<file path="src/hdl/hne_pkg.sv">
// hne_pkg: shared types and constants of the hdlc nrzi frame encoder
// used by hne_bit_engine, hne_out_buf and hdlc_nrzi_frame_encoder
`default_nettype none

package hne_pkg;

    localparam logic [1:0]  MODE_START       = 2'd0;
    localparam logic [1:0]  MODE_DATA        = 2'd1;
    localparam logic [1:0]  MODE_END         = 2'd2;

    localparam logic [1:0]  CFG_IDX_OPEN     = 2'd0;
    localparam logic [1:0]  CFG_IDX_CLOSE    = 2'd1;

    localparam logic [5:0]  OPEN_FLAG_RESET  = 6'd50;
    localparam logic [5:0]  CLOSE_FLAG_RESET = 6'd20;
    localparam logic [5:0]  OPEN_FLAG_MAX    = 6'd56;
    localparam logic [5:0]  CLOSE_FLAG_MAX   = 6'd40;

    localparam logic [7:0]  FLAG_BYTE        = 8'h7E;
    localparam logic [15:0] CRC_POLY         = 16'h8408;
    localparam logic [15:0] CRC_PRESET       = 16'hFFFF;
    localparam logic [2:0]  STUFF_RUN        = 3'd5;
    localparam logic [2:0]  ONES_MAX         = 3'd7;

    typedef enum logic [1:0] {
        ST_IDLE,
        ST_START,
        ST_BYTE,
        ST_FINISH
    } hne_state_t;

    typedef enum logic [1:0] {
        KIND_DATA,
        KIND_FCS_LO,
        KIND_FCS_HI,
        KIND_FLAG
    } hne_kind_t;

    typedef struct packed {
        logic       push;
        logic       finish;
        logic [7:0] byte_data;
    } hne_emit_t;

endpackage

`default_nettype wire

</file>
<file path="src/hdl/hne_bit_engine.sv">
// hne_bit_engine: bit-serial sequencer, crc-16, bit stuffing, nrzi and byte packer
// depends on hne_pkg
`default_nettype none

module hne_bit_engine
    import hne_pkg::*;
(
    input  wire logic       aclk,
    input  wire logic       aresetn,
    input  wire logic       cmd_valid,
    output logic            cmd_ready,
    input  wire logic [1:0] cmd_mode,
    input  wire logic [7:0] cmd_data,
    input  wire logic [5:0] open_cfg,
    input  wire logic [5:0] close_cfg,
    input  wire logic       buf_rdy,
    output hne_emit_t       emit
);

    hne_state_t  state_reg, state_next;
    hne_kind_t   kind_reg, kind_next;
    logic [7:0]  sh_reg, sh_next;
    logic [2:0]  bit_cnt_reg, bit_cnt_next;
    logic        stuff_reg, stuff_next;
    logic        last_bit_reg, last_bit_next;
    logic [2:0]  ones_reg, ones_next;
    logic        level_reg, level_next;
    logic [15:0] crc_reg, crc_next;
    logic [5:0]  flag_cnt_reg, flag_cnt_next;
    logic [7:0]  pk_sh_reg, pk_sh_next;
    logic [2:0]  pk_cnt_reg, pk_cnt_next;

    logic        emit_en;
    logic        emit_lvl;
    logic        finish_int;
    logic [5:0]  open_n;
    logic [5:0]  close_n;

    assign open_n  = (open_cfg > OPEN_FLAG_MAX) ? OPEN_FLAG_MAX : open_cfg;
    assign close_n = (close_cfg > CLOSE_FLAG_MAX) ? CLOSE_FLAG_MAX : close_cfg;

    always_ff @(posedge aclk) begin
        if (!aresetn) begin
            state_reg    <= ST_IDLE;
            kind_reg     <= KIND_DATA;
            bit_cnt_reg  <= 3'd0;
            stuff_reg    <= 1'b0;
            last_bit_reg <= 1'b0;
            ones_reg     <= 3'd0;
            level_reg    <= 1'b1;
            crc_reg      <= CRC_PRESET;
            flag_cnt_reg <= 6'd0;
            pk_sh_reg    <= 8'd0;
            pk_cnt_reg   <= 3'd0;
        end else begin
            state_reg    <= state_next;
            kind_reg     <= kind_next;
            bit_cnt_reg  <= bit_cnt_next;
            stuff_reg    <= stuff_next;
            last_bit_reg <= last_bit_next;
            ones_reg     <= ones_next;
            level_reg    <= level_next;
            crc_reg      <= crc_next;
            flag_cnt_reg <= flag_cnt_next;
            pk_sh_reg    <= pk_sh_next;
            pk_cnt_reg   <= pk_cnt_next;
        end
    end

    always_ff @(posedge aclk) begin
        sh_reg <= sh_next;
    end

    always_comb begin
        logic        b;
        logic        lvl_n;
        logic [2:0]  ones_sat;
        logic [15:0] c;
        logic        byte_end;

        state_next    = state_reg;
        kind_next     = kind_reg;
        sh_next       = sh_reg;
        bit_cnt_next  = bit_cnt_reg;
        stuff_next    = stuff_reg;
        last_bit_next = last_bit_reg;
        ones_next     = ones_reg;
        level_next    = level_reg;
        crc_next      = crc_reg;
        flag_cnt_next = flag_cnt_reg;
        cmd_ready     = 1'b0;
        emit_en       = 1'b0;
        emit_lvl      = level_reg;
        finish_int    = 1'b0;
        byte_end      = 1'b0;
        b             = sh_reg[0];
        lvl_n         = b ? level_reg : ~level_reg;
        ones_sat      = (ones_reg == ONES_MAX) ? ONES_MAX : ones_reg + 3'd1;
        c             = crc_reg ^ {15'd0, b};

        case (state_reg)
            ST_IDLE: begin
                cmd_ready = 1'b1;
                if (cmd_valid) begin
                    bit_cnt_next = 3'd0;
                    stuff_next   = 1'b0;
                    case (cmd_mode)
                        MODE_START: begin
                            state_next = ST_START;
                        end
                        MODE_DATA: begin
                            sh_next    = cmd_data;
                            kind_next  = KIND_DATA;
                            state_next = ST_BYTE;
                        end
                        MODE_END: begin
                            sh_next    = ~crc_reg[7:0];
                            kind_next  = KIND_FCS_LO;
                            state_next = ST_BYTE;
                        end
                        default: begin
                            state_next = ST_IDLE;
                        end
                    endcase
                end
            end
            ST_START: begin
                if (buf_rdy) begin
                    crc_next   = CRC_PRESET;
                    ones_next  = 3'd0;
                    level_next = 1'b1;
                    emit_en    = 1'b1;
                    emit_lvl   = 1'b1;
                    if (open_n != 6'd0) begin
                        sh_next       = FLAG_BYTE;
                        kind_next     = KIND_FLAG;
                        bit_cnt_next  = 3'd0;
                        flag_cnt_next = open_n - 6'd1;
                        state_next    = ST_BYTE;
                    end else begin
                        state_next = ST_FINISH;
                    end
                end
            end
            ST_BYTE: begin
                if (buf_rdy) begin
                    emit_en = 1'b1;
                    if (stuff_reg) begin
                        // inserted zero after five ones
                        emit_lvl   = ~level_reg;
                        level_next = ~level_reg;
                        ones_next  = 3'd0;
                        stuff_next = 1'b0;
                        byte_end   = last_bit_reg;
                    end else begin
                        emit_lvl     = lvl_n;
                        level_next   = lvl_n;
                        ones_next    = b ? ones_sat : 3'd0;
                        sh_next      = {1'b0, sh_reg[7:1]};
                        bit_cnt_next = bit_cnt_reg + 3'd1;
                        if (kind_reg == KIND_DATA) begin
                            crc_next = c[0] ? ({1'b0, c[15:1]} ^ CRC_POLY) : {1'b0, c[15:1]};
                        end
                        if (kind_reg != KIND_FLAG && b && ones_sat == STUFF_RUN) begin
                            stuff_next    = 1'b1;
                            last_bit_next = (bit_cnt_reg == 3'd7);
                        end else begin
                            byte_end = (bit_cnt_reg == 3'd7);
                        end
                    end
                    if (byte_end) begin
                        bit_cnt_next = 3'd0;
                        case (kind_reg)
                            KIND_FCS_LO: begin
                                sh_next   = ~crc_reg[15:8];
                                crc_next  = {8'd0, crc_reg[15:8]};
                                kind_next = KIND_FCS_HI;
                            end
                            KIND_FCS_HI: begin
                                if (close_n != 6'd0) begin
                                    sh_next       = FLAG_BYTE;
                                    kind_next     = KIND_FLAG;
                                    flag_cnt_next = close_n - 6'd1;
                                end else begin
                                    state_next = ST_FINISH;
                                end
                            end
                            KIND_FLAG: begin
                                if (flag_cnt_reg != 6'd0) begin
                                    sh_next       = FLAG_BYTE;
                                    flag_cnt_next = flag_cnt_reg - 6'd1;
                                end else begin
                                    state_next = ST_FINISH;
                                end
                            end
                            default: begin
                                state_next = ST_FINISH;
                            end
                        endcase
                    end
                end
            end
            ST_FINISH: begin
                if (buf_rdy) begin
                    finish_int = 1'b1;
                    state_next = ST_IDLE;
                end
            end
            default: begin
                state_next = ST_IDLE;
            end
        endcase
    end

    // byte packer: first line bit ends up in bit 0
    always_comb begin
        pk_sh_next = pk_sh_reg;
        pk_cnt_next = pk_cnt_reg;
        if (emit_en) begin
            pk_sh_next  = {emit_lvl, pk_sh_reg[7:1]};
            pk_cnt_next = pk_cnt_reg + 3'd1;
        end
        emit.push      = emit_en && (pk_cnt_reg == 3'd7);
        emit.finish    = finish_int;
        emit.byte_data = {emit_lvl, pk_sh_reg[7:1]};
    end

endmodule

`default_nettype wire

</file>
<file path="src/hdl/hne_out_buf.sv">
// hne_out_buf: one-byte hold stage and output register that marks the last byte of an item
// depends on hne_pkg
`default_nettype none

module hne_out_buf
    import hne_pkg::*;
(
    input  wire logic       aclk,
    input  wire logic       aresetn,
    input  wire hne_emit_t  emit,
    output logic            buf_rdy,
    output logic            m_tvalid,
    input  wire logic       m_tready,
    output logic [7:0]      m_tdata,
    output logic            m_tlast
);

    logic       pend_valid_reg, pend_valid_next;
    logic [7:0] pend_data_reg, pend_data_next;
    logic       m_valid_reg, m_valid_next;
    logic [7:0] m_data_reg, m_data_next;
    logic       m_last_reg, m_last_next;
    logic       out_free;
    logic       load_out;

    assign out_free = !m_valid_reg || m_tready;
    assign buf_rdy  = !pend_valid_reg || out_free;
    assign load_out = pend_valid_reg && (emit.push || emit.finish);

    always_ff @(posedge aclk) begin
        if (!aresetn) begin
            pend_valid_reg <= 1'b0;
            m_valid_reg    <= 1'b0;
        end else begin
            pend_valid_reg <= pend_valid_next;
            m_valid_reg    <= m_valid_next;
        end
    end

    always_ff @(posedge aclk) begin
        pend_data_reg <= pend_data_next;
        m_data_reg    <= m_data_next;
        m_last_reg    <= m_last_next;
    end

    always_comb begin
        pend_valid_next = pend_valid_reg;
        pend_data_next  = pend_data_reg;
        m_valid_next    = m_valid_reg;
        m_data_next     = m_data_reg;
        m_last_next     = m_last_reg;
        if (load_out) begin
            m_valid_next = 1'b1;
            m_data_next  = pend_data_reg;
            m_last_next  = emit.finish;
        end else if (m_tready) begin
            m_valid_next = 1'b0;
        end
        if (emit.push) begin
            pend_valid_next = 1'b1;
            pend_data_next  = emit.byte_data;
        end else if (emit.finish) begin
            pend_valid_next = 1'b0;
        end
    end

    assign m_tvalid = m_valid_reg;
    assign m_tdata  = m_data_reg;
    assign m_tlast  = m_last_reg;

    a_push_when_ready: assert property (@(posedge aclk) disable iff (!aresetn)
        (emit.push || emit.finish) |-> buf_rdy)
        else $error("byte handed over while hold stage blocked");

    a_finish_clears: assert property (@(posedge aclk) disable iff (!aresetn)
        emit.finish |=> !pend_valid_reg)
        else $error("held byte survives end of item");

    a_finish_last: assert property (@(posedge aclk) disable iff (!aresetn)
        (emit.finish && pend_valid_reg) |=> (m_tvalid && m_tlast))
        else $error("final byte of item not marked last");

    a_stall_holds: assert property (@(posedge aclk) disable iff (!aresetn)
        (m_tvalid && !m_tready) |=> (m_tvalid && $stable(m_tdata) && $stable(m_tlast)))
        else $error("output byte changed while stalled");

endmodule

`default_nettype wire

</file>
<file path="src/hdl/hdlc_nrzi_frame_encoder.sv">
// a command is taken while idle, then one line bit per cycle while buf_rdy is high, then finish
// data byte: 8 line bits plus up to 2 stuffed zeros
// start: a leading 1 bit, then the open flags; end: fcs low and high bytes, then the close flags
// a byte is released when the next one fills or the item ends
// reset: synchronous, active low; flag counts return to 50 and 20, crc to all ones, level to 1
// depends on hne_pkg, hne_bit_engine, hne_out_buf
`default_nettype none

module hdlc_nrzi_frame_encoder
    import hne_pkg::*;
(
    input  wire logic       aclk,
    input  wire logic       aresetn,
    input  wire logic       s_tvalid,
    output logic            s_tready,
    input  wire logic [7:0] s_tdata,   // [7:0] data_byte
    input  wire logic [1:0] s_tuser,   // [1:0] mode
    output logic            m_tvalid,
    input  wire logic       m_tready,
    output logic [7:0]      m_tdata,   // [7:0] out_byte
    output logic            m_tlast,
    input  wire logic       cfg_valid,
    output logic            cfg_ready,
    input  wire logic [1:0] cfg_index,
    input  wire logic [5:0] cfg_data
);

    logic [5:0] open_cfg_reg, open_cfg_next;
    logic [5:0] close_cfg_reg, close_cfg_next;
    hne_emit_t  emit;
    logic       buf_rdy;

    assign cfg_ready = 1'b1;

    always_ff @(posedge aclk) begin
        if (!aresetn) begin
            open_cfg_reg  <= OPEN_FLAG_RESET;
            close_cfg_reg <= CLOSE_FLAG_RESET;
        end else begin
            open_cfg_reg  <= open_cfg_next;
            close_cfg_reg <= close_cfg_next;
        end
    end

    always_comb begin
        open_cfg_next  = open_cfg_reg;
        close_cfg_next = close_cfg_reg;
        if (cfg_valid && cfg_ready) begin
            case (cfg_index)
                CFG_IDX_OPEN:  open_cfg_next  = cfg_data;
                CFG_IDX_CLOSE: close_cfg_next = cfg_data;
                default: ;
            endcase
        end
    end

    hne_bit_engine u_engine (
        .aclk      (aclk),
        .aresetn   (aresetn),
        .cmd_valid (s_tvalid),
        .cmd_ready (s_tready),
        .cmd_mode  (s_tuser),
        .cmd_data  (s_tdata),
        .open_cfg  (open_cfg_reg),
        .close_cfg (close_cfg_reg),
        .buf_rdy   (buf_rdy),
        .emit      (emit)
    );

    hne_out_buf u_out (
        .aclk     (aclk),
        .aresetn  (aresetn),
        .emit     (emit),
        .buf_rdy  (buf_rdy),
        .m_tvalid (m_tvalid),
        .m_tready (m_tready),
        .m_tdata  (m_tdata),
        .m_tlast  (m_tlast)
    );

endmodule

`default_nettype wire

</file>
<file path="config.mk">
export PLATFORM = sky130hd
export DESIGN_NAME = hdlc_nrzi_frame_encoder
export DESIGN_NICKNAME = d
export VERILOG_FILES = /design/src/hdl/hne_pkg.sv /design/src/hdl/hne_bit_engine.sv /design/src/hdl/hne_out_buf.sv /design/src/hdl/hdlc_nrzi_frame_encoder.sv
export SDC_FILE = /design/constraint.sdc
export NUM_CORES = 1
export LEC_CHECK = 0
export ABC_AREA = 1
export BUFFER_PORTS_ARGS = -buffer_cell sky130_fd_sc_hd__buf_2
export CELL_PAD_IN_SITES_DETAIL_PLACEMENT = 1
export CELL_PAD_IN_SITES_GLOBAL_PLACEMENT = 1
export CORE_AREA = 2 2 103 105
export CTS_BUF_LIST = sky130_fd_sc_hd__clkbuf_4
export CTS_CLUSTER_DIAMETER = 80
export CTS_CLUSTER_SIZE = 40
export DETAILED_ROUTE_END_ITERATION = 6
export DIE_AREA = 0 0 105 107
export PLACE_DENSITY_LB_ADDON = 0.1
export SYNTH_ARGS = -nofsm -noshare
export SYNTH_HDL_FRONTEND = slang
export SYNTH_SLANG_ARGS = --single-unit
</file>
<file path="constraint.sdc">
create_clock -name aclk -period 4.2 [get_ports aclk]
set_input_delay 0.21 -clock aclk [delete_from_list [all_inputs] [get_ports aclk]]
set_output_delay 0.21 -clock aclk [all_outputs]
set_load 0.01 [all_outputs]
</file>
-- Word-level counts from Yosys, hierarchy flattened
Cells that the tools add are included.
- register bits after elaboration: 85
- bits of input ports: 23
- output and inout bits: 12
- logic and storage cells: 179
- $lt $le $gt $ge: 2
- muxes and demuxes: 84
- reduce and logical (&&, ||, !) cells: 33
- eq/ne operators: 29
- bitwise gates (word level): 6
- add/subtract/negate cells: 6
- operator list (operator ; count):
    $mux 16 ; 7
    $mux 8 ; 8
    $mux 6 ; 8
    $pmux 8 s3 ; 2
    $mux 3 ; 11
    $pmux 16 s2 ; 1
    $mux 2 ; 13
    $pmux 6 s2 ; 2
    $mux 1 ; 21
    $reduce_bool 6->1 ; 3
    $sub 6x1->6 const B ; 3
    $not 8->8 ; 2
    $pmux 8 s2 ; 1
    $reduce_and 8->1 ; 2
    $xor 16x1->16 ; 1
    $ne 3x3->1 const B ; 5
    $eq 3x3->1 const B ; 4
    $gt 6x6->1 const B ; 2
    $ne 2x2->1 const B ; 6
    $pmux 2 s2 ; 3
    $pmux 2 s3 ; 2
    $reduce_and 6->1 ; 2
    $eq 2x2->1 const B ; 5
    $add 3x1->3 const B ; 3
    other kinds (20) ; 43

-- Logic depth before layout (Yosys ltp)
Gate-level depths: netlist of run 1.
- depth in word-level cells: 11
- mapped depth: 14
- depth with buffers taken out: 13

-- Cells and area by module
From an unflattened synthesis of run 1, not the netlist that was laid out.
- cell total of the unflattened synthesis: 621
- area total of the unflattened synthesis: 4589.4 sq um
- modules (own cells, without submodules) (module ; cells each ; times used ; area an instance (sq um)):
    hne_bit_engine ; 522 ; 1 ; 3469.6
    hne_out_buf ; 29 ; 1 ; 600.6
    hdlc_nrzi_frame_encoder ; 70 ; 1 ; 519.2

-- Worst setup path before layout of run 1
No wires, ideal clock.
- kind: reg2reg
- start point: register u_engine.state_reg[0]
- end point: register u_engine.flag_cnt_reg[4]
- setup slack: 2.404 ns
- library setup time: 0.115 ns
- data required time: 4.085 ns
- path buffers: 1
- stages on the path, launching flop included: 13
- clock period less this slack: 1.796 ns
- data arrival time: 1.681 ns
- cell sequence: dfxtp_1 -> inv_1 -> ha_1 -> buf_4 -> nand2_1 -> nor2_1 -> a21oi_1 -> nand2_1 -> ha_1 -> nand3_1 -> nand2_1 -> a21oi_1 -> nor2_1
- longest elaborated chain between the ends: 3
- elaborated cells between the ends (all ways): 12
- those cells by class: 9 x eq/ne; 1 x mux; 2 x reduce/logical
- ends and longest elaborated chain (item ; RTL line ; RTL):
    from (decl) ; hne_bit_engine.sv:20 ; hne_state_t state_reg, state_next;
    from (signal assigned) ; hne_bit_engine.sv:56 ; state_reg <= state_next;
    $eq 2x2->1 / $eq 2x1->1 (equally long branches) ; hne_bit_engine.sv:101 ; case (state_reg)
    $ne 3x2->1 (no source line), or another cell as far along ; n/a ;
    $reduce_and 8->1 (no source line) ; n/a ;
    to (signal assigned) ; hne_bit_engine.sv:64 ; flag_cnt_reg <= flag_cnt_next;
    to (decl) ; hne_bit_engine.sv:29 ; logic [5:0] flag_cnt_reg, flag_cnt_next;
Several ways; a longest one is shown, not always the timed one.
A chain may end at the register's enable or synchronous reset.

-- Worst setup path after layout of run 1
- start point: register u_engine.state_reg[0]
- end point: register u_out.m_data_reg[4], in the netlist u_out.m_tdata[4], enable pin
- longest elaborated chain between the ends: 6
- elaborated cells between the ends (all ways): 9
- those cells by class: 3 x eq/ne; 2 x mux; 4 x reduce/logical
- ends and longest elaborated chain (item ; RTL line ; RTL):
    $eq 2x1->1 / $eq 2x2->1 (equally long branches) ; hne_bit_engine.sv:101 ;
    $reduce_or 2->1 (no source line) ; n/a ;
    $mux 1 ; n/a ;
    $logic_and 1x1->1 ; hne_bit_engine.sv:223 ; emit.push = emit_en && (pk_cnt_reg == 3'd7);
    $logic_or 1x1->1 (*) ; hne_out_buf.sv:28 ; assign load_out = pend_valid_reg && (emit.push || emit.finish);
    $logic_and 1x1->1 (*) ; hne_out_buf.sv:28 ;
    named net u_out.load_out ; hne_out_buf.sv:24 ; logic load_out;
    to (signal assigned) ; hne_out_buf.sv:42 ; m_data_reg <= m_data_next;
    to (decl) ; hne_out_buf.sv:21 ; logic [7:0] m_data_reg, m_data_next;
Mark *: on every way through the listed nets, which the timed path passes. The rest lies on a longest branch.

==> summary.md, run 1 <==
| Metric | Value |
|---|---|
| Status | completed |
| Share of synthesized registers carrying an async set or reset | 0% |
| Crit path DAT | 2970 ps |
| Tmin final | 2830 ps |
| Register area | 0.00193 sq mm |
| Crit path largest cell delay | 620 ps |
| Crit path buffers/inverters | 3 |
| IO Pins | 35 |
| CTS tree | built |
| Wirelength per Cell | 16.0 um |
| Slowest cell on crit path | ha_1 |
| Rel. slew slack | 44.5% |
| Synth Register Bits | 84 |
| Post-Syn Area | 0.00483 sq mm |
| Worst hold path type | in -> reg |
| Gp weighted congestion | 0.858 |
| Die Area | 0.0112 sq mm |
| Clock share of power | 15.4% |
| Clk Latency, worst-skew pair | 470 ps |
| Startpoint Class | flop |
| Worst slew pin tran | 833 ps |
| Final instance area | 0.00524 sq mm |
| Die X | 105 um |
| Worst path depth | 8 |
| Post-Syn Nets | 720 |
| Vias per cell | 5.43 |
| Max cap viols | 0 |
| Layout cell share with drive strength beyond 1 | 10.4% |
| Post-synth top cells | nand2_1 (163), inv_1 (82), nor2_1 (75), o21ai_0 (68), dfxtp_1 (59) |
| Final setup violation count | 0 |
| Most common cell on crit path | nand2_1 |
| Setup bufs post-CTS | 0 |
| First-pass GRT wire length | 22500 um |
| Total number of vias | 4598 |
| Synth-to-layout area growth | 8.47% |
| RSZ-0062 raised after global routing | false |
| Final-report max-slew violation count | 0 |
| Nets | 745 |
| VDD IR-drop max | 308 uV |
| Hold depth | 3 |
| Post-DP HPWL | 9980 um |
| Setup TNS | 0 ps |
| Sequential cell fraction of total power | 34.0% |
| Maximum clock frequency | 354 MHz |
| Clock Skews | 26.4 ps |
| First DRT Iteration DRCs | 158 |
| Worst Path Required | 4350 ps |
| Std cell rows | 37 |
| Vias in the first global route | 4672 |
| Count of flip-flops with a built-in enable after synthesis | 25 |
| Top FF cell, synth | dfxtp_1 |
| Worst path top cell family by delay | buffers and inverters |
| DP Cell Count | 826 |
| Initial Util | 47.9% |
| Syn avg cell area | 7.10 sq um |
| Max reg flops | 16 |
| Area contributors post-synth | dfxtp_1 (24%), edfxtp_1 (16%), nand2_1 (13%) |
| DRT Pass-1 Iters | 4 |
| Netlist cell types | 38 |
| CP max FO | 14 |
| ANT cells | 0 |
| Port Buf Inserts | 33 |
| Setup slack at placement | 1410 ps |
| Crit end category | flop |
| H-Tree Depth | 3 |
| Final non-filler cell total | 846 |
| DRT Wirelength | 13500 um |
| Multi-input combinational cell area | 0.00244 sq mm |
| Root buf cell | clkbuf_4 |
| WS Path Type | reg -> reg |
| Drt drc | 0 |
| Hold_ws | 31.2 ps |
| Clock Path Buffers | 2 |
| Worst-path clk slew | 170 ps |
| Clk sinks | 84 |
| Crit-path cells | inv_1 -> ha_1 -> nand2_1 -> inv_1 -> nand2_1 -> nand2_1 -> nand2_1 -> inv_1 |
| Sequential share of the synthesized area | 40.0% |
| Largest net degree at the start of global routing | 45 |
| Final WS setup | 1370 ps |
| Area after DPL | 0.00504 sq mm |
| Post-route clock period utilization | 67.3% |
| Worst r2r path cells | 8 |
| Initial antenna violation count | 0 |
| Switch Pwr | 1.73 mW |
| Synth area leader | dfxtp_1 |
| Top cell type's share of synthesized area | 24.5% |
| Static Leak | 2.42 nW |
| CORE AREA | 0.0101 sq mm |
| Internal Power | 1.79 mW |
| All-layer global routing usage | 25.0% |
| Combinational Power Share | 50.6% |
| Synth warnings | 0 |
| Switch share | 49.1% |
| Overflow after GRT | 0 |
| Top-count cell post-synth | nand2_1 |
| Synthesized instance count | 680 |
| Fin. Hold Viols | 0 |
| Antenna Nets Post-Route | 0 |
| FILL cells | 1370 |
| Cell area power density | 672 mW/mm^2 |
| CTS Buf Count | 9 |
| Die H | 107 um |
[kinds of logic after synthesis]
group	after synthesis	share of synthesized area (%)
DFF	84	40.0
xor gates and xnor gates	3	0.544
AOI/OAI and AO/OA	151	17.0
and+or+nand+nor	312	28.4
buffers and inverters	112	9.56
other	1	0.0776
adders and majority gates	17	4.40
[path summary, 6_finish.rpt]
path                                              from                  to  slack, ps
worst min-delay path                        s_tdata[0]  u_engine.sh_reg[0]         30
worst max-delay path             u_engine.state_reg[0]    u_out.m_tdata[4]       1370
worst max register to register   u_engine.state_reg[0]    u_out.m_tdata[4]       1370
worst min register to register  u_out.pend_data_reg[7]    u_out.m_tdata[7]        440
[layout by cell type, fill, tap and decap left out, types with 2 or more instances in the layout]
master	n
a211oi_1	7
a21oi_1	53
buf_2	33
clkbuf_4	9
dfxtp_1	59
dlygate4sd3_1	4
edfxtp_1	25
ha_1	17
inv_1	82
inv_2	5
inv_4	2
inv_6	2
inv_8	3
nand2_1	163
nand2_2	2
nand2_4	2
nand3_1	48
nand3_2	3
nand3_4	3
nand4_1	8
nor2_1	75
nor2_2	3
nor3_1	2
o211ai_1	3
o21ai_0	68
o21ai_1	12
o221ai_1	2
xor2_1	3
[through the flow]
stage	util, %	power (mW)
2_1_floorplan	-	2.56
3_3_place_gp	50.0	2.88
3_5_place_dp	50.0	2.97
4_1_cts	51.9	3.52
5_1_grt	51.9	3.84
6_report	51.9	3.52
[worst register-to-register path, stage by stage (launching register included)]
cell and delay, ps:
dfxtp_1 410, inv_1 90, ha_1 620, nand2_1 320, inv_1 410, nand2_1 190, nand2_1 120, nand2_1 80
inv_1 280
[layer usage]
| layer | track usage, % | vias up | wire [um] |
|---|---|---|---|
| met3 | 2.55 | 15 | 490 |
| met1 | 33.1 | 2199 | 6350 |
| li1 | - | 2294 | - |
| met5 | 0 | - | 0 |
| met4 | 9.81 | 0 | 248 |
| met2 | 42.0 | 90 | 6450 |
[power groups by stage]
stage                     clock network (mW)  registers (mW)  logic (mW)
after detailed placement                   0            1.22        1.75
after global placement                     0            1.20        1.67
after global routing                   0.579            1.22        2.04
final                                  0.543            1.20        1.78
after floorplan                            0            1.14        1.41
after CTS                              0.552            1.20        1.77
[cell type report]
type	instances	share of cell area (%)
tap	136	3.25
sequential	84	36.9
inverter	89	6.47
clock buffer	9	1.29
clock inverter	7	1.70
timing repair buffer	37	3.92
multi-input combinational	484	46.5
[timing repair]
| action | CTS | global route |
|---|---|---|
| gates resized for setup | 0 | 0 |
| setup endpoints to repair | 0 | 0 |
| hold buffers | 4 | 0 |
| endpoints found under the hold margin | 6 | 0 |
Note: power is estimated with default switching activity, not from simulation.
==> inputs of run 2 (changes only) <==
--- a/config.mk
+++ b/config.mk
@@ -9,12 +9,12 @@
 export BUFFER_PORTS_ARGS = -buffer_cell sky130_fd_sc_hd__buf_2
 export CELL_PAD_IN_SITES_DETAIL_PLACEMENT = 1
 export CELL_PAD_IN_SITES_GLOBAL_PLACEMENT = 1
-export CORE_AREA = 2 2 103 105
+export CORE_AREA = 2 2 112 114
 export CTS_BUF_LIST = sky130_fd_sc_hd__clkbuf_4
 export CTS_CLUSTER_DIAMETER = 80
 export CTS_CLUSTER_SIZE = 40
 export DETAILED_ROUTE_END_ITERATION = 6
-export DIE_AREA = 0 0 105 107
+export DIE_AREA = 0 0 114 116
 export PLACE_DENSITY_LB_ADDON = 0.1
 export SYNTH_ARGS = -nofsm -noshare
 export SYNTH_HDL_FRONTEND = slang
==> constraint.sdc (replaced) <==
create_clock -name aclk -period 2.3 [get_ports aclk]
set_input_delay 0.115 -clock aclk [delete_from_list [all_inputs] [get_ports aclk]]
set_output_delay 0.115 -clock aclk [all_outputs]
set_load 0.01 [all_outputs]
==> run 2 against run 1 <==
  * Count of clock-buffer cells in the layout did not move
  * Via count fell by 0.26%
  * Global-route usage fell by 2.6 points
  * Clock skew fell by 13 ps
  * Combinational power rose by 96%
  * Cell count rose by 4.5%
  * Maximum frequency rose by 32%
  * Routed wire length rose by 3.0%
  * Highest routed layer unchanged
==> summary.md, run 2 (synthesized netlist as in run 1, its figures left out) <==
| Metric | Value |
|---|---|
| Layout cell share with drive strength beyond 1 | 12.1% (+1.7 points) |
| Vias per cell | 5.19 (-4.5%) |
| Drt drc | 0 (unchanged) |
| DRT Pass-1 Iters | 4 (unchanged) |
| Worst hold path type | in -> reg |
| Tmin final | 2140 ps (-690 ps) |
| Antenna Nets Post-Route | 0 (unchanged) |
| Reg2reg start | u_engine.kind_reg[1] |
| Clock Path Buffers | 2 (unchanged) |
| Status | completed |
| FILL cells | 1565 (+14%) |
| Maximum clock frequency | 468 MHz (+32%) |
| Worst r2r path cells | 12 (+4) |
| Max reg flops | 16 (unchanged) |
| Gp weighted congestion | 0.807 (-5.9%) |
| Worst Path Required | 2530 ps (-1820 ps) |
| Register area | 0.00193 sq mm (unchanged) |
| CORE AREA | 0.0119 sq mm (+18%) |
| Crit path DAT | 2360 ps (-610 ps) |
| Hold depth | 3 (unchanged) |
| Setup bufs post-CTS | 0 (unchanged) |
| Die Area | 0.0132 sq mm (+18%) |
| Port Buf Inserts | 33 (unchanged) |
| CTS tree | built |
| R2r setup slk | 160 ps (-1210 ps) |
| CP startpoint | u_engine.kind_reg[1] |
| Commonest non-fill, non-tap cells in the layout | nand2_1 (163), inv_1 (82), nor2_1 (75) |
| Worst slew pin tran | 667 ps (-166 ps) |
| Crit end category | flop |
| Overflow after GRT | 0 (unchanged) |
| Final-report max-slew violation count | 0 (unchanged) |
| Wirelength per Cell | 15.8 um (-1.4%) |
| First DRT Iteration DRCs | 210 (+33%) |
| RR Endpoint | u_engine.sh_reg[7] |
| IO Pins | 35 (unchanged) |
| Cell area power density | 1190 mW/mm^2 (+77%) |
| Clk Latency, worst-skew pair | 470 ps (about the same) |
| RSZ-0062 raised after global routing | false |
| CP endpoint | u_engine.sh_reg[7] |
| Initial antenna violation count | 0 (unchanged) |
| Final setup violation count | 0 (unchanged) |
| Clock Skews | 13.9 ps (-12.5 ps) |
| Die X | 114 um (+8.6%) |
| Initial Util | 40.5% (-7.3 points) |
| Final core utilization | 45.8% (-6.1 points) |
| VDD IR-drop max | 384 uV (+24%) |
| First-pass GRT wire length | 23200 um (+3.2%) |
| CTS Buf Count | 9 (unchanged) |
| Worst-path clk slew | 160 ps (about the same) |
| Die H | 116 um (+8.4%) |
| CP max FO | 11 (-3) |
| Largest net degree at the start of global routing | 44 (-2.2%) |
| Static Leak | 2.52 nW (+4.1%) |
| Rel. slew slack | 55.5% (+11 points) |
| Clk sinks | 84 (unchanged) |
| WS Path Type | reg -> reg |
| Total number of vias | 4586 (-0.26%) |
| Post-DP HPWL | 10400 um (+3.8%) |
| Startpoint Class | flop |
| H-Tree Depth | 3 (unchanged) |
| Vias in the first global route | 4664 (-0.17%) |
| Fin. Hold Viols | 0 (unchanged) |
| Root buf cell | clkbuf_4 |
| Setup TNS | 0 ps (unchanged) |
| Synth-to-layout area growth | 13.0% |
| Nets | 772 (+3.6%) |
| DRT Wirelength | 13900 um (+3.0%) |
| Max cap viols | 0 (unchanged) |
| All-layer global routing usage | 22.4% (-2.6 points) |
| Commonest non-fill, non-tap cell in the layout | nand2_1 |
| Post-route clock period utilization | 92.8% (+26 points) |
| Std cell rows | 40 (+8.1%) |
| ANT cells | 0 (unchanged) |
| Multi-input combinational cell area | 0.00244 sq mm (+0.10%) |
## run 2: cell types whose count changed in the layout (fill, tap and decap cells not counted)
cell           delta
ha_2              +1
buf_4            +15
inv_6             +2
dlygate4sd3_1    +12
bufinv_16         -1
clkinv_1          +1
ha_1              -1
inv_8             -2
## run 2: critical path: stages (launching register included)
cell      delay, ps
dfxtp_1         410
ha_1            330
inv_4           120
nand3_4         110
o21bai_4        120
nand2_4         190
nand2_4         120
inv_2           160
nand2_1         110
nand2_1          70
nand2_1          40
nand2_1          50
nand2_1          50
## run 2: repair_timing
item                       4_1_cts  5_1_grt
hold buffers                    16        0
setup endpoints to repair        0        2
hold endpoints to repair        15        0
resized for setup                0        1
## run 2: worst min path at each step
stage                start            endpoint  slack [ps]
2_1_floorplan  cfg_data[5]     open_cfg_reg[5]         240
3_3_place_gp   cfg_data[4]     open_cfg_reg[4]         350
3_5_place_dp   cfg_data[2]    close_cfg_reg[2]         360
4_1_cts         s_tdata[6]  u_engine.sh_reg[6]           7
5_1_grt         s_tdata[6]  u_engine.sh_reg[6]          30
6_report        s_tdata[1]  u_engine.sh_reg[1]          30
## run 2: cell type report
cell class / instances / area share, %
clock buffer: 9 / 1.24
multi-input combinational: 484 / 44.7
clock inverter: 7 / 1.05
sequential: 84 / 35.4
timing repair buffer: 64 / 8.03
tap: 147 / 3.37
inverter: 89 / 6.21
## run 2: routing by layer
layer / part of all wire, % / wire [um] / track usage, %
met2: 50 / 7000 / 40.2
met5: 0 / 0 / 0
met3: 2.4 / 340 / 2.72
met4: 1.2 / 163 / 6.67
met1: 46 / 6440 / 28.2
## run 2: power by group
| part | leakage [nW] | internal [mW] | switching, mW |
|---|---|---|---|
| combinational | 1.74 | 1.18 | 2.29 |
| clock | 0.0673 | 0.242 | 0.597 |
| sequential | 0.716 | 1.90 | 0.279 |
| total | 2.52 | 3.33 | 3.17 |
## run 2: metrics by stage
step	instances	worst slack (ps)	area (sq um)	total power, mW	hold slack (ps)
floorplan	680	504	4830	4.67	241
global placement	852	258	5170	5.50	351
detailed placement	852	205	5170	5.66	364
CTS	884	166	5450	6.55	6.88
global route	884	23.0	5460	7.15	26.6
finish	884	165	5460	6.50	29.8
==> inputs of run 3 (changes only) <==
--- a/config.mk
+++ b/config.mk
@@ -16,6 +16,7 @@
 export DETAILED_ROUTE_END_ITERATION = 6
 export DIE_AREA = 0 0 114 116
 export PLACE_DENSITY_LB_ADDON = 0.1
+export REMOVE_ABC_BUFFERS = 1
 export SYNTH_ARGS = -nofsm -noshare
 export SYNTH_HDL_FRONTEND = slang
 export SYNTH_SLANG_ARGS = --single-unit
==> run 3 against run 2 <==
  * Design area rose by 1.3%
  * Total power rose by 2.0%
  * Utilization rose by 0.58 points
  * Sequential power about the same
  * Die area stayed put
  * Maximum frequency up 1.0%
  * Worst hold slack got worse by 0.95 ps
  * Critical path depth down 1
==> summary.md, run 3 (synthesized netlist as in run 1, its figures left out) <==
| Metric | Value |
|---|---|
| DRT Wirelength | 14300 um (+2.9%) |
| Clock Path Buffers | 2 (unchanged) |
| Post-DP HPWL | 10600 um (+2.8%) |
| Die X | 114 um (unchanged) |
| Crit-path cells | ha_1 -> inv_1 -> nand3_1 -> o21bai_4 -> nand2_4 -> nand2_4 -> inv_2 -> nand3_1 -> nand2_1 -> nand2_1 -> nand2_1 |
| Drt drc | 0 (unchanged) |
| Clk Latency, worst-skew pair | 480 ps (about the same) |
| Synth-to-layout area growth | 14.4% |
| Setup slack at placement | 157 ps (-48.2 ps) |
| VDD IR-drop max | 580 uV (+51%) |
| Wirelength per Cell | 16.1 um (+2.3%) |
| Worst path top cell family by delay | simple AND/OR/NAND/NOR gates |
| Gp weighted congestion | 0.923 (+14%) |
| H-Tree Depth | 3 (unchanged) |
| CTS tree | built |
| First DRT Iteration DRCs | 196 (-6.7%) |
| Crit path largest cell delay | 360 ps (-50 ps) |
| Vias in the first global route | 4893 (+4.9%) |
| Std cell rows | 40 (unchanged) |
| Cell area power density | 1200 mW/mm^2 (+0.74%) |
| Clock Skews | 19.5 ps (+5.65 ps) |
| Max reg flops | 16 (unchanged) |
| Port Buf Inserts | 33 (unchanged) |
| CORE AREA | 0.0119 sq mm (unchanged) |
| Initial antenna violation count | 0 (unchanged) |
| Crit path DAT | 2360 ps (about the same) |
| Static Leak | 2.55 nW (+1.0%) |
| Hold_ws | 28.9 ps (-0.950 ps) |
| Commonest non-fill, non-tap cells in the layout | nand2_1 (163), inv_1 (82), nor2_1 (75) |
| Maximum clock frequency | 473 MHz (+1.0%) |
| RSZ-0062 raised after global routing | false |
| Post-route clock period utilization | 91.9% (-0.93 points) |
| Setup bufs post-CTS | 0 (unchanged) |
| CP max FO | 11 (unchanged) |
| Worst hold path type | in -> reg |
| Area after DPL | 0.00517 sq mm (unchanged) |
| Status | completed |
| Nets | 777 (+0.65%) |
| Worst slew pin tran | 743 ps (+75.9 ps) |
| Commonest non-fill, non-tap cell in the layout | nand2_1 |
| ANT cells | 0 (unchanged) |
| Fin. Hold Viols | 0 (unchanged) |
| Max cap viols | 0 (unchanged) |
| CTS Buf Count | 9 (unchanged) |
| First-pass GRT wire length | 24000 um (+3.2%) |
| Worst-path clk slew | 170 ps (about the same) |
| Total Power | 6.63 mW (+2.0%) |
| FILL cells | 1545 (-1.3%) |
| All-layer global routing usage | 23.0% (+0.66 points) |
| Vias per cell | 5.24 (+0.93%) |
| Worst path depth | 11 (-1) |
| Final WS setup | 186 ps (+21.4 ps) |
| Tmin final | 2110 ps (-21.4 ps) |
| Antenna Nets Post-Route | 0 (unchanged) |
| Startpoint Class | flop |
| Initial Util | 40.5% (unchanged) |
| Die Area | 0.0132 sq mm (unchanged) |
| Worst Path Required | 2550 ps (+20 ps) |
| WS Path Type | reg -> reg |
| Crit end category | flop |
| Crit path buffers/inverters | 2 (unchanged) |
| Overflow after GRT | 0 (unchanged) |
| Final-report max-slew violation count | 0 (unchanged) |
| IO Pins | 35 (unchanged) |
| DRT Pass-1 Iters | 4 (unchanged) |
| Most common cell on crit path | nand2_1 |
| Final setup violation count | 0 (unchanged) |
| Worst r2r path cells | 11 (-1) |
| Rel. slew slack | 50.4% (-5.1 points) |
| Layout cell share with drive strength beyond 1 | 12.1% (+0.053 points) |
| Total number of vias | 4655 (+1.5%) |
| Slowest cell on crit path | dfxtp_1 |
| Root buf cell | clkbuf_4 |
| Clk sinks | 84 (unchanged) |
| Setup TNS | 0 ps (unchanged) |
| Hold depth | 3 (unchanged) |
| Final instance area | 0.00553 sq mm (+1.3%) |
| Largest net degree at the start of global routing | 44 (unchanged) |
| Die H | 116 um (unchanged) |
-- run 3: changes by cell type in the layout (fill, tap and decap cells not counted) --
cell and delta:
inv_6 -3, clkinvlp_4 -1, dlygate4sd3_1 +5, clkinv_1 -1, clkinv_8 +1, clkinv_4 +2, inv_8 +2
-- run 3: repair_timing --
| item | in CTS | in global routing |
|---|---|---|
| resized for setup | 0 | 1 |
| setup endpoints to repair | 0 | 2 |
| hold endpoints to repair | 20 | 0 |
| hold buffers | 21 | 0 |
-- run 3: report_power, final --
part	leakage (nW)	total [mW]	switching, mW	internal, mW
combinational	1.75	3.58	2.37	1.21
sequential	0.716	2.15	0.248	1.90
clock	0.0792	0.900	0.638	0.262
-- run 3: metal layers --
| metal | track usage (%) | share of wire, % | vias up |
|---|---|---|---|
| met5 | 0 | 0 | - |
| met4 | 9.19 | 2.3 | 0 |
| met3 | 2.56 | 2.0 | 22 |
| met2 | 42.9 | 52 | 54 |
| met1 | 27.0 | 44 | 2235 |
| li1 | - | - | 2344 |
-- run 3: worst min-delay path, cell delays in order --
cell      delay, ps
buf_2            90
a211oi_1         70
a21oi_1         110
-- run 3: metrics by stage --
step	utilization (%)	instances
after CTS	46.4	889
after floorplan	-	657
after detailed placement	43.4	852
after global placement	43.4	852
after global routing	46.4	889
final	46.4	889
-- run 3: layout make-up --
type | count | area, sq um | share of cell area (%)
multi-input combinational | 484 | 2440 | 44.1
sequential | 84 | 1930 | 35.0
timing repair buffer | 69 | 488 | 8.83
inverter | 89 | 339 | 6.14
tap | 147 | 184 | 3.33
clock inverter | 7 | 76.3 | 1.38
clock buffer | 9 | 67.6 | 1.22
-- run 3: path summary, 6_finish.rpt --
kind | to | slack [ps] | from
min | u_engine.sh_reg[1] | 30 | s_tdata[1]
min reg2reg | u_out.m_tdata[4] | 450 | u_out.pend_data_reg[4]
max reg2reg | u_engine.sh_reg[0] | 190 | u_engine.ones_reg[0]
max | u_engine.sh_reg[0] | 190 | u_engine.ones_reg[0]
